$ cat src/rtl/nfa_first_free.sv
// Lowest-set-bit finder over one used-map word.
`timescale 1ns / 1ps

module nfa_first_free #(
	parameter int WORD_BITS = 32,
	parameter int IDX_BITS  = 5
) (
	input  logic [WORD_BITS-1:0] free_word,
	output logic                 found,
	output logic [IDX_BITS-1:0]  idx
);

	assign found = |free_word;

	always_comb begin
		idx = '0;
		for (int i = WORD_BITS - 1; i >= 0; i--) begin
			if (free_word[i]) begin
				idx = IDX_BITS'(i);
			end
		end
	end

endmodule

$ cat config.mk
export PLATFORM = sky130hd
export DESIGN_NAME = nfa_first_free
export DESIGN_NICKNAME = d
export VERILOG_FILES = /design/src/rtl/nfa_first_free.sv
export SDC_FILE = /design/constraint.sdc
export NUM_CORES = 1
export LEC_CHECK = 0
export BUFFER_PORTS_ARGS = -buffer_cell sky130_fd_sc_hd__buf_2
export CAP_MARGIN = 20
export CORE_AREA = 2 2 39 41
export DETAILED_ROUTE_END_ITERATION = 10
export DIE_AREA = 0 0 41 43
export PLACE_DENSITY = 0.65
export SLEW_MARGIN = 20
export SYNTH_ARGS = -nofsm -noshare
export SYNTH_HDL_FRONTEND = slang
export SYNTH_SLANG_ARGS = --single-unit
$ cat constraint.sdc
create_clock -name vclk -period 1.2
set_input_delay 0.18 -clock vclk [all_inputs]
set_output_delay 0.18 -clock vclk [all_outputs]
set_load 0.05 [all_outputs]
# Yosys cells after proc, flatten, opt, wreduce, memory -nomap -nowiden
# Index checks and enable logic that the tools add are counted.
dict set report classes {
  magnitude_cmp 0
  div_mod_pow 0
  n_addsub 0
  eq_ne 0
  muxes 32
  bitwise 0
  n_mul 0
  n_reduce_logical 1
  shift 0
}
# cell n
set op_table {}
lappend op_table {{2-to-1 mux 5 bit} 32}
lappend op_table {{OR reduction 32 bit} 1}
dict set report word_totals {
  mem_count 0
  reg_bits 0
  rom_bits 0
  inputBits 32
  latchBits 0
  ramBits 0
}

# Depth between registers and ports, before layout
dict set report logic_depth {
  depth_word 32
  depth_mapped 5
  ltp_nobuf 5
}

# Worst setup path before layout
# No wires, ideal clock.
dict set report synth_path {
  path_kind {input -> output}
  from {input port free_word[30]}
  to {output port idx[0]}
  slack_ps -963
  arrival_time_ps 1983
  n_path_buf 0
  stages 5
  cell_sequence {nor3b_1 > nor3_1 > o31ai_1 > o2111ai_1 > a221oi_1}
}
dict set report synth_via {
  elab_chain_len 31
}
# element line_no
set synth_lines {}
lappend synth_lines {{start: declaration} 8} ;# input logic [WORD_BITS-1:0] free_word,
lappend synth_lines {{2-to-1 mux 5 bit (31 in series)} 18} ;# if (free_word[i]) begin
lappend synth_lines {{end: declaration} 10} ;# output logic [IDX_BITS-1:0] idx
# Every way passes these cells.

# Worst setup path in the final report
dict set report layout_path {
  from {input port free_word[1]}
  to {output port idx[1]}
}
dict set report layout_via {
  elab_chain_len 2
}
# element line_no
set layout_lines {}
lappend layout_lines {{2-to-1 mux 5 bit (2 in series)} 18}
# Every way passes these cells.

==> reports/results.tsv <==
stage	metric	value	unit
setup_path	crit path DAT	1.45	ns
yosys	Synth top cells by count	nor2_1, a21oi_1, nor4_1	
timing	Slew @ Worst Pin	0.4029	ns
yosys	xor/xnor share of the synthesized area	0	%
timing	fmax	614.5	MHz
yosys	Syn Area/Cell	5.929	um^2
global_route	gr usage total	20.70	%
drt	number of DRC markers in iteration 0	10	
floorplan	Initial Utilization	27.85	%
global_route	largest net degree at the start of global routing	6	
yosys	Synth top area share	11.36	%
yosys	Yosys top cell by area	nor4_1	
setup_path	Worst setup SP type	primary input	
yosys	Netlist cell types	24	
placed_design	HPWL Detailed	1.387	mm
power_and_ir_drop	pwr dens	273.4	nW/um^2
power_and_ir_drop	Max VDD drop	0.0001578	V
yosys	synth top area cells	nor4_1, nor2_1, a21oi_1	
finish	sequential cell area	0	um^2
drt	Vias per Instance	5.140	
finish	share of cells above drive strength 1	64.57	%
timing	final setup vio count	6	
setup_path	crit-path max FO	2	
yosys	Syn Std Cell Area	385.4	um^2
global_route	number of global-route vias before repair	686	
clock_network	hold_buf cts	0	
finish	CLK BUF	0	
timing	RSZ-0062 raised after global routing	yes	
setup_path	CP endpoint kind	output pin	
floorplan	Top Ports	38	
finish	Filler Cell Count	120	
drt	WL/cell	11.88	um
drt	DR top layer	met3	
timing	hold_ws	0.7457	ns
yosys	Post-Synth Simple-Gate Area	55.52	%
job	Max Cap Viol	0	
finish	multi-input logic area	479.2	um^2
setup_path	Setup Crit Path Kind	primary input to output pin	
timing	final hold violations	0	
drt	met2 wire length	971	um
yosys	Post-Syn Nets	97	
placed_design	GPL Wtd Cong	0.8152	
finish	# nets final	161	
setup_path	CP required	1.02	ns
finish	Area Growth Syn to Fin	150.3	%
drt	met3 wire length	81	um
placed_design	Port Buffers	38	
drt	drt pass-1 iters	4	
yosys	most common cell in the netlist	nor2_1	
power_and_ir_drop	Internal	0.0001357	W
timing	Slew Limit Fails	0	
timing	Setup WS post-layout	-0.4274	ns
drt	# DRC	0	
timing	crit share post-route	135.6	%
placed_design	Placed Cells	142	
timing	Worst slew margin	72.44	%
power_and_ir_drop	clock power share	0	%
drt	Met1 Routed Length	645	um
finish	Finished Layout Cells	143	
run_status	failing checks	negative setup slack	
power_and_ir_drop	Net Switching	0.0001280	W
yosys	main combinational cell family by area after synthesis	simple AND/OR/NAND/NOR gates	
yosys	Synth Area in Compound Gates	38.64	%
power_and_ir_drop	Comb pwr share	100.0	%
drt	via count	735	
drt	Detail Route Antenna Nets	0	
timing	minimum clock period	1.627	ns
floorplan	Row Count	14	
yosys	mux contribution to synthesized area	0	%
yosys	area share of fa/ha/maj cells after synthesis	0	%
finish	num sequential	0	
global_route	antenna violations before repair	0	
run_status	status	complete, but fails checks	
floorplan	Die Area	1763	um^2
drt	Routed WL	1.699	mm
floorplan	Die Height	43	um
floorplan	die width	41	um
floorplan	core area	1384	um^2
yosys	cells after synthesis	65	
power_and_ir_drop	Sw Share	48.54	%
power_and_ir_drop	sequential share of power	0	%
global_route	total grt overflow	0	
min_path	Hold WC Path Type	primary input to output pin	
power_and_ir_drop	leakage power	0.4341	nW
finish	ANT cells	0	
yosys	Syn. warnings	0	
global_route	global-route wire length before repair	2.684	mm
yosys	sequential area share after synthesis	0	%
through the flow:
stage	utilization [%]	power, W	instance area [um^2]	setup TNS, ns	setup slack, ns
6_report	69.71	0.0002638	964.7	-2.190	-0.4274
5_1_grt	69.71	0.0002833	964.7	-2.552	-0.5088
4_1_cts	68.08	0.0002581	942.2	-2.222	-0.4379
3_5_place_dp	58.95	0.0002262	815.8	-2.947	-0.5899
3_3_place_gp	58.95	0.0002228	815.8	-2.850	-0.5336
2_1_floorplan	-	0.00007555	432.9	-1.958	-0.4418
worst max-delay path: stages:
cell and delay (ns):
buf_2 0.10, nor2_1 0.10, o31ai_1 0.11, or4_1 0.50, nor3_2 0.15, a21o_2 0.15
buf_6 0.15
area by class of cell:
cell class / instances / share of cell area [%]
Tap cell: 16 / 2.075
Multi-Input combinational cell: 59 / 49.68
Inverter: 6 / 2.335
Timing Repair Buffer: 62 / 45.91
power groups by stage:
stage / Sequential [W] / Combinational [W] / Clock [W]
after global placement: 0 / 0.000223 / 0
after global routing: 0 / 0.000283 / 0
after detailed placement: 0 / 0.000226 / 0
final: 0 / 0.000264 / 0
after CTS: 0 / 0.000258 / 0
after floorplan: 0 / 0.0000755 / 0
cell families after synthesis:
family | after synthesis
buffers and inverters | 6
AND/OR/NAND/NOR | 37
AO/OA/AOI/OAI | 22
cell usage in the layout (no fill, tap or decap), drive strengths merged:
master	synthesis	final
a2111oi	2	2
a211oi	1	1
a21boi	1	1
a21o	1	1
a21oi	7	7
a221oi	1	1
and2	1	1
buf	0	62
inv	6	6
nand2	3	3
nand3	1	1
nand4	1	1
nor2	10	10
nor2b	1	1
nor3	7	7
nor3b	2	2
nor4	7	7
o2111ai	1	1
o21a	1	1
o21ai	3	3
o31ai	4	4
or4	4	4
timing repair:
item                                    4_1_cts  5_1_grt
endpoints found under the setup margin        6        6
pin swaps                                     7        2
gates resized for setup                      29        4
setup buffers                                 0        1
hold endpoints to repair                      0        0
per-layer routing:
| layer | global-route usage [%] | vias to the layer above |
|---|---|---|
| met5 | 0 | - |
| met4 | 0 | 0 |
| met3 | 0.5236 | 0 |
| met2 | 41.56 | 20 |
| met1 | 23.17 | 331 |
| li1 | - | 384 |
worst paths after layout:
kind | depth (start not counted) | startpoint | slack, ns | end
worst max-delay path | 7 | free_word[1] | -0.43 | idx[1]
worst min-delay path | 4 | free_word[0] | 0.75 | idx[0]
Power figures use the tool's default switching activity.
